[src/sv/npcs_pkg.sv]
package npcs_pkg;

  localparam int unsigned CH_W    = 6;
  localparam int unsigned SQ_W    = 2 * CH_W;
  // three squared differences of up to 63*63 each
  localparam int unsigned DIST_W  = 14;
  localparam int unsigned ENTRY_W = 8;

  localparam logic [CH_W-1:0]    CHANNEL_MAX  = 6'd63;
  localparam logic [ENTRY_W-1:0] SEARCH_RESET = 8'd253;

  typedef enum logic {
    OP_WRITE = 1'b0,
    OP_QUERY = 1'b1
  } op_e;

  typedef enum logic [1:0] {
    ST_IDLE,
    ST_SEARCH,
    ST_DRAIN,
    ST_DONE
  } state_e;

  typedef struct packed {
    logic [CH_W-1:0] red;
    logic [CH_W-1:0] green;
    logic [CH_W-1:0] blue;
  } rgb_t;

  // tracks one palette read through the datapath
  typedef struct packed {
    logic               valid;
    logic [ENTRY_W-1:0] idx;
  } token_t;

  function automatic logic [CH_W-1:0] sat_channel(input logic [ENTRY_W-1:0] v);
    logic [CH_W-1:0] res;
    if (v > ENTRY_W'(CHANNEL_MAX)) begin
      res = CHANNEL_MAX;
    end else begin
      res = v[CH_W-1:0];
    end
    return res;
  endfunction

endpackage

[src/sv/npcs_dist_unit.sv]
module npcs_dist_unit import npcs_pkg::*; (
  input  logic              clk_i,
  input  rgb_t              entry_i,
  input  rgb_t              query_i,
  output logic [DIST_W-1:0] dist_o
);

  logic [CH_W-1:0] dr, dg, db;
  logic [SQ_W-1:0] sq_r_q, sq_g_q, sq_b_q;

  always_comb begin
    dr = (entry_i.red   > query_i.red)   ? entry_i.red   - query_i.red
                                         : query_i.red   - entry_i.red;
    dg = (entry_i.green > query_i.green) ? entry_i.green - query_i.green
                                         : query_i.green - entry_i.green;
    db = (entry_i.blue  > query_i.blue)  ? entry_i.blue  - query_i.blue
                                         : query_i.blue  - entry_i.blue;
  end

  // squares registered before the sum
  always_ff @(posedge clk_i) begin
    sq_r_q <= SQ_W'(dr) * SQ_W'(dr);
    sq_g_q <= SQ_W'(dg) * SQ_W'(dg);
    sq_b_q <= SQ_W'(db) * SQ_W'(db);
  end

  assign dist_o = DIST_W'(sq_r_q) + DIST_W'(sq_g_q) + DIST_W'(sq_b_q);

endmodule

[config.mk]
export PLATFORM = sky130hd
export DESIGN_NAME = npcs_dist_unit
export DESIGN_NICKNAME = d
export VERILOG_FILES = /design/src/sv/npcs_pkg.sv /design/src/sv/npcs_dist_unit.sv
export SDC_FILE = /design/constraint.sdc
export NUM_CORES = 1
export LEC_CHECK = 0
export BUFFER_PORTS_ARGS = -buffer_cell sky130_fd_sc_hd__buf_2
export CORE_ASPECT_RATIO = 1.5
export CORE_MARGIN = 4
export CORE_UTILIZATION = 40
export DETAILED_ROUTE_END_ITERATION = 10
export PLACE_DENSITY = 0.56
export SYNTH_ARGS = -nofsm -noshare
export SYNTH_HDL_FRONTEND = slang
export SYNTH_SLANG_ARGS = --single-unit
export TNS_END_PERCENT = 1
[constraint.sdc]
create_clock -name clk_i -period 6.11 [get_ports clk_i]
set_input_delay 0.611 -clock clk_i [delete_from_list [all_inputs] [get_ports clk_i]]
set_output_delay 0.611 -clock clk_i [all_outputs]
set_load 0.05 [all_outputs]
# [Yosys cells after proc, flatten, opt, wreduce, memory -nomap -nowiden]
# Index checks and enable logic that the tools add are counted.
[totals] wordCells=20 reg_bits=36 output_inout_bits=14 in_bits=37 mem_bits_rw=0 memories=0 mem_bits_ro=0 latch_bits=0
[op_classes] shifts=0 n_bitwise=0 n_lt_le_gt_ge=3 n_eq_ne=0 reduce_logical=0 div=0 add_sub_neg=8 mul=3 n_mux=3
[ops] operator="6-bit by 6-bit multiplier with 12-bit output" n=3
[ops] operator="6-bit subtractor" n=6
[ops] operator="6-bit > comparator" n=3
[ops] operator="6-bit two-way mux" n=3
[ops] operator="13-bit by 12-bit adder with 14-bit output" n=1
[ops] operator="12-bit by 12-bit adder with 13-bit output" n=1

# [Longest topological paths before layout]
# Gate-level depths: netlist (run 1).
[depth] depth_word=3 depth_mapped=25 ltp_nobuf=25

# [Worst setup path before layout (run 1)]
# Ideal clock, no wire load.
[synth_path] path_kind="input to register" startpoint="input port entry_i[12] (netlist name)" endpoint="register sq_r_q[10]" setup_time_ns=0.072 path_slack_ns=0.678 required_ns=6.038 n_path_buf=0 stages=22 t_arrival_ns=5.360 cell_sequence="inv_1 -> ha_1 -> inv_1 -> fa_1 -> a211oi_1 -> o21ai_2 -> o211ai_4 -> mux2i_1 -> xor2_1 -> or2_1 -> fa_1 -> fa_1 -> inv_1 -> fa_1 -> ha_1 -> and3b_1 -> o21a_1 -> o21ai_0 -> nand2b_1 -> a21o_1 -> a21oi_1 -> xnor2_1"
[synth_between] elab_chain_len=3
[synth_lines] element="from (decl)" line="npcs_dist_unit.sv:3" source="input rgb_t entry_i,"
[synth_lines] element="6-bit subtractor, or another cell as far along" line="npcs_dist_unit.sv:13" source=": query_i.red - entry_i.red;"
[synth_lines] element="6-bit two-way mux (*)" line="npcs_dist_unit.sv:12" source="dr = (entry_i.red > query_i.red) ? entry_i.red - query_i.red"
[synth_lines] element="6-bit by 6-bit multiplier with 12-bit output (*)" line="npcs_dist_unit.sv:22" source="sq_r_q <= SQ_W'(dr) * SQ_W'(dr);"
[synth_lines] element="to (signal assigned)" line="npcs_dist_unit.sv:22"
[synth_lines] element="to (decl)" line="npcs_dist_unit.sv:9" source="logic [SQ_W-1:0] sq_r_q, sq_g_q, sq_b_q;"
# Mark *: on every way between the ends. The rest lies on a longest branch, timed or not.

# [Final worst setup path (run 1)]
# Same ends and word-level chain as after synthesis.

==> results of run 1 <==
==> cell usage in the layout (no fill, tap or decap), drive strengths merged, types with 3 or more instances in the layout <==
| cell type | n |
|---|---|
| ha | 83 |
| a21o | 12 |
| and3b | 3 |
| a21oi | 28 |
| dfxtp | 33 |
| inv | 100 |
| or2 | 5 |
| o21a | 8 |
| mux2i | 16 |
| o21ai | 14 |
| xnor2 | 31 |
| conb | 3 |
| nand3b | 4 |
| nor2 | 62 |
| nor2b | 9 |
| nand2 | 16 |
| xor2 | 14 |
| fa | 42 |
| nor3 | 8 |
| clkbuf | 7 |
| a221oi | 6 |
| nand2b | 4 |
| buf | 56 |
| and2 | 3 |
==> synthesized netlist by cell type, types with 2 or more instances <==
master,instances
inv_1,96
ha_1,83
nor2_1,61
fa_1,42
dfxtp_1,33
a21oi_1,26
xnor2_1,25
nand2_1,16
mux2i_1,14
a21o_1,12
xor2_1,11
nor2b_1,8
nor3_1,8
o21ai_0,8
o21a_1,7
a221oi_1,6
xnor2_2,6
inv_2,4
nand2b_1,4
nand3b_1,4
o21ai_1,4
or2_1,4
and3b_1,3
buf_6,3
xor2_2,3
a211oi_1,2
and2_1,2
and4_1,2
mux2i_2,2
nand3_1,2
o211ai_4,2
o21ai_2,2
o31a_1,2
o41ai_1,2
==> state kept, by name (all words and copies together), names as in the netlist <==
signal,flops
sq_b_q,11
sq_g_q,11
sq_r_q,11
==> layout make-up <==
class | instances | share of cell area
Clock buffer | 7 | 0.0268
Inverter | 100 | 0.0706
Multi-Input combinational cell | 388 | 0.688
Sequential cell | 33 | 0.124
Tap cell | 150 | 0.0353
Timing Repair Buffer | 56 | 0.0555
==> critical path, stage by stage <==
cell and delay [ns]:
buf_2 0.10, inv_1 0.05, ha_1 0.16, inv_1 0.05, fa_1 0.40, a211oi_1 0.33
o21ai_2 0.13, o211ai_4 0.15, mux2i_1 0.31, xnor2_2 0.16, or2_1 0.27, fa_1 0.52
fa_1 0.55, inv_1 0.05, fa_1 0.48, ha_1 0.35, and3b_1 0.21, o21a_1 0.18
o21ai_0 0.15, nand2b_1 0.11, a21o_1 0.18, a21oi_1 0.17, xnor2_1 0.13
==> metrics by stage <==
| step | std cells | setup WS, ns | hold WS (ns) | cell area, sq um | utilization |
|---|---|---|---|---|---|
| after floorplan | 524 | 0.678 | 0.905 | 4730 | - |
| after global placement | 727 | 0.292 | 1.12 | 5170 | 0.449 |
| after detailed placement | 727 | 0.215 | 1.13 | 5170 | 0.449 |
| after CTS | 734 | 0.473 | 0.843 | 5320 | 0.461 |
| after global routing | 734 | 0.0804 | 0.890 | 5320 | 0.461 |
| final | 734 | 0.506 | 0.833 | 5320 | 0.461 |
==> path summary, 6_finish.rpt <==
| kind | from | to | slack (ns) | cells after the start |
|---|---|---|---|---|
| max | entry_i[12] | sq_r_q[10]$_DFF_P_ | 0.51 | 23 |
| min | query_i[0] | sq_b_q[0]$_DFF_P_ | 0.83 | 3 |
==> cell families after synthesis <==
group           count (synthesis)  synth area share
mux                            16            0.0355
compound gates                 79             0.119
simple gates                  120             0.121
buf+inv                       103            0.0867
xor+xnor                       45            0.0979
fa+ha+maj                     125             0.398
flops                          33             0.140
other cells                     1          0.000795
==> metal layers <==
layer | share of wire | vias up | routed length [um] | track usage
li1 | - | 1806 | - | -
met1 | 0.41 | 1570 | 3560 | 0.151
met2 | 0.55 | 44 | 4710 | 0.264
met3 | 0.030 | 7 | 261 | 0.0188
met4 | 0.0089 | 0 | 77 | 0.0303
met5 | 0 | - | 0 | 0
==> results.yml, run 1 <==
run_status:
  run_status: "complete, no violations"
synthesis:
  synth.cell_area_sq_um: 4720
  synth-edff-count: 0
  ys_types: 47
  ys_async_sr_fraction: 0
  synth_top_cell_by_area: "ha_1"
  ys.warnings.count: 0
  ranking_of_synthesized_cells_by_area: "ha_1 22%, fa_1 18%, dfxtp_1 14%"
  synth_area_per_cell_sq_um: 9.04
  synth_top_flop_cell: "dfxtp_1"
  synth-seq-area-share: 0.140
  synth_top_area_share: 0.220
  ys_seq_elements: 33
  synthCells: 522
placed_design:
  dp.final_hpwl_um: 7780
  routabilityCongestion: 0.848
  port_buffers: 50
setup_path:
  start_kind: "input pin"
  critPathRequiredTime_ns: 6.31
  cp-end-kind: "flop"
  timing.critical_path.arrival_ns: 5.80
  crit_fanout: 7
  critical_path_class: "in -> reg"
timing:
  period_minus_slack_ns: 5.60
  grt_setup_unrepaired: "false"
  finalSetupViolCount: 0
  hold_viol_final: 0
  achievable-frequency_ghz: 0.178
  worst_tran_pin_value_ns: 0.549
  final_max_slew_viol_count: 0
  timing.setup.tns_ns: 0
  maxSlewHeadroom: 0.624
  fin_crit_sh: 0.917
final_layout:
  final_layout_size_suffix_gt1_frac: 0.152
  ff_latch_area_sq_um: 661
  finish.net_count: 746
  layout.filler_cells: 1156
  multiInputGateArea_sq_um: 3660
  layout-area-overhead-vs-synth_pct: 12.7
  n_antenna_cell: 0
floorplan:
  die_ar_sq_um: 13600
  fp.dieH_um: 141
  core_region_area_sq_um: 11500
  effective_utilization_at_floorplan: 0.409
  pin_count: 51
  dieWidth_um: 96.7
  floorplan.rows: 48
min_path:
  hp-class: "in -> reg"
global_routing:
  largest_net_degree_at_the_start_of_global_routing: 10
  globalRoute.totalOverflow: 0
  grt_first_pass_wirelength_um: 15600
  grt_antenna_before_repair: 0
  grt_pass1_vias: 3688
  grt_util_all_layers: 0.134
routing:
  antenna_violating_nets_post_route: 0
  drc_errors: 0
  per_cell_routed_wire_length_um: 11.7
  via_per_inst: 4.67
  dr_total_vias: 3427
  route.final.wire_length_um: 8610
  drt_first_pass_iters: 6
  drt_iter0_drc: 113
cts:
  cts_made_buffers: 5
  cts-htree-levels: 2
  post_cts_hold_buffer_count: 0
  post-cts-setup-buffer-count: 0
  clkTransAtPathRegs_ns: 0.05
  clock_tree.buffer_depth: 2
  root_buffer: "clkbuf_16"
  cts_repair_resize_count: 0
  tritoncts: "yes"
  clock-sinks: 33
job:
  maxCapViolations: 0
Power of run 1 is not shown: default switching activity piles up to over one toggle a cycle in this logic, so the estimate is an artifact.
==> inputs of run 2 (changes only) <==
Settings changed: CORE_UTILIZATION 40 to 50, PLACE_DENSITY 0.56 to 0.68.
==> run 2 against run 1 <==
Net effect: fmax barely moved; sequential share of layout area rose by 0.16 points; utilization rose by 11 points; clock-buffer cell count fell by 1; flip-flop and latch count did not move; via count rose by 1.5%; worst hold slack got worse by 0.012 ns; final cell count fell by 5.3%; setup slack got worse by 0.0021 ns; global-route usage rose by 2.8 points.
==> results.yml, run 2 (synthesis results as in run 1) <==
setup_path:
  cp-end-kind: "flop"
  start_kind: "input pin"
  crit_fanout: 6
  critical_path.slowest_cell: "fa_1"
  critical_path_class: "in -> reg"
  critical_path_max_stage_delay_ns: 0.54
  timing.critical_path.arrival_ns: 5.75
  crit_chain: "buf_2 -> inv_1 -> ha_1 -> inv_1 -> fa_1 -> a211oi_1 -> o21ai_2 -> o211ai_4 -> mux2i_1 -> xor2_1 -> nor2_1 -> fa_1 -> inv_1 -> fa_1 -> fa_1 -> inv_1 -> ha_1 -> a21o_1 -> a21oi_1 -> nor2b_1 -> o21a_1 -> o41ai_1 -> xnor2_1"
  critPathRequiredTime_ns: 6.26
timing:
  fin_crit_sh: 0.918
  achievable-frequency_ghz: 0.178
  hold_viol_final: 0
  worst_tran_pin_value_ns: 0.521
  final_max_slew_viol_count: 0
  timing.setup.tns_ns: 0
  finalSetupViolCount: 0
  period_minus_slack_ns: 5.61
  grt_setup_unrepaired: "false"
  maxSlewHeadroom: 0.643
routing:
  dr_total_vias: 3480
  via_per_inst: 5.01
  drc_errors: 0
  drt_first_pass_iters: 4
  per_cell_routed_wire_length_um: 12.1
  route.final.wire_length_um: 8430
  antenna_violating_nets_post_route: 0
  drt_iter0_drc: 123
final_layout:
  finish.net_count: 744
  layout.cells.most_common: "inv_1"
  layout.cells.most_common_list: "96 x inv_1, 83 x ha_1, 61 x nor2_1"
  final_design_area_no_fill_sq_um: 5250
  largest_registers: "sq_b_q (11), sq_g_q (11), sq_r_q (11)"
  finalCoreUtilization: 0.567
  layout-area-overhead-vs-synth_pct: 11.3
  layout.filler_cells: 871
  n_antenna_cell: 0
  final_layout_size_suffix_gt1_frac: 0.151
  final-instance-count-excl-fill: 695
cts:
  clock_tree.buffer_depth: 2
  cts_made_buffers: 5
  tritoncts: "yes"
  cts-htree-levels: 2
  root_buffer: "clkbuf_16"
  clock-sinks: 33
  post_cts_hold_buffer_count: 0
  post-cts-setup-buffer-count: 0
  cts_repair_resize_count: 0
  clkTransAtPathRegs_ns: 0.05
global_routing:
  largest_net_degree_at_the_start_of_global_routing: 11
  grt_first_pass_wirelength_um: 14900
  grt_antenna_before_repair: 0
  globalRoute.totalOverflow: 0
  grt_pass1_vias: 3630
  grt_util_all_layers: 0.162
placed_design:
  routabilityCongestion: 0.831
  dp.cells: 687
  port_buffers: 50
  dp.final_hpwl_um: 7540
  detailed_place.area_sq_um: 5110
floorplan:
  dieWidth_um: 87.3
  effective_utilization_at_floorplan: 0.510
  fp.dieH_um: 127
  pin_count: 51
  core_region_area_sq_um: 9250
  die_ar_sq_um: 11100
  floorplan.rows: 43
run_status:
  run_status: "complete, no violations"
job:
  maxCapViolations: 0
min_path:
  hp-class: "in -> reg"
[run 2: metrics by stage]
step | hold slack (ns) | setup WS (ns)
after floorplan | 0.905 | 0.678
after global placement | 1.11 | 0.355
after detailed placement | 1.11 | 0.181
after CTS | 0.819 | 0.475
after global routing | 0.861 | 0.121
final | 0.821 | 0.504
[run 2: final timing paths]
check | from | to | cells past startpoint
worst max-delay path | entry_i[6] | sq_g_q[11]$_DFF_P_ | 23
worst min-delay path | query_i[0] | sq_b_q[0]$_DFF_P_ | 3
[run 2: final cells by class]
class	instances	area (sq um)	area share
Timing Repair Buffer	54	280	0.0534
Sequential cell	33	661	0.126
Clock buffer	6	129	0.0245
Clock inverter	2	10.0	0.00191
Tap cell	112	140	0.0267
Inverter	100	375	0.0715
Multi-Input combinational cell	388	3660	0.696
[run 2: metal layers]
metal,GRT usage,vias to the layer above,share of wire
met5,0,-,0
met4,0.0352,0,0.012
met3,0.0168,9,0.029
met2,0.319,46,0.55
met1,0.181,1623,0.41
li1,-,1802,-
[run 2: worst max-delay path, delay by kind of cell]
family / cells / cell delay, ns
AOI/OAI and AO/OA: 7 / 1.46
xor gates and xnor gates: 2 / 0.51
adders and majority gates: 6 / 2.41
buffers and inverters: 5 / 0.32
muxes: 1 / 0.25
and+or+nand+nor: 2 / 0.20
Power of run 2 is left out for the same reason.
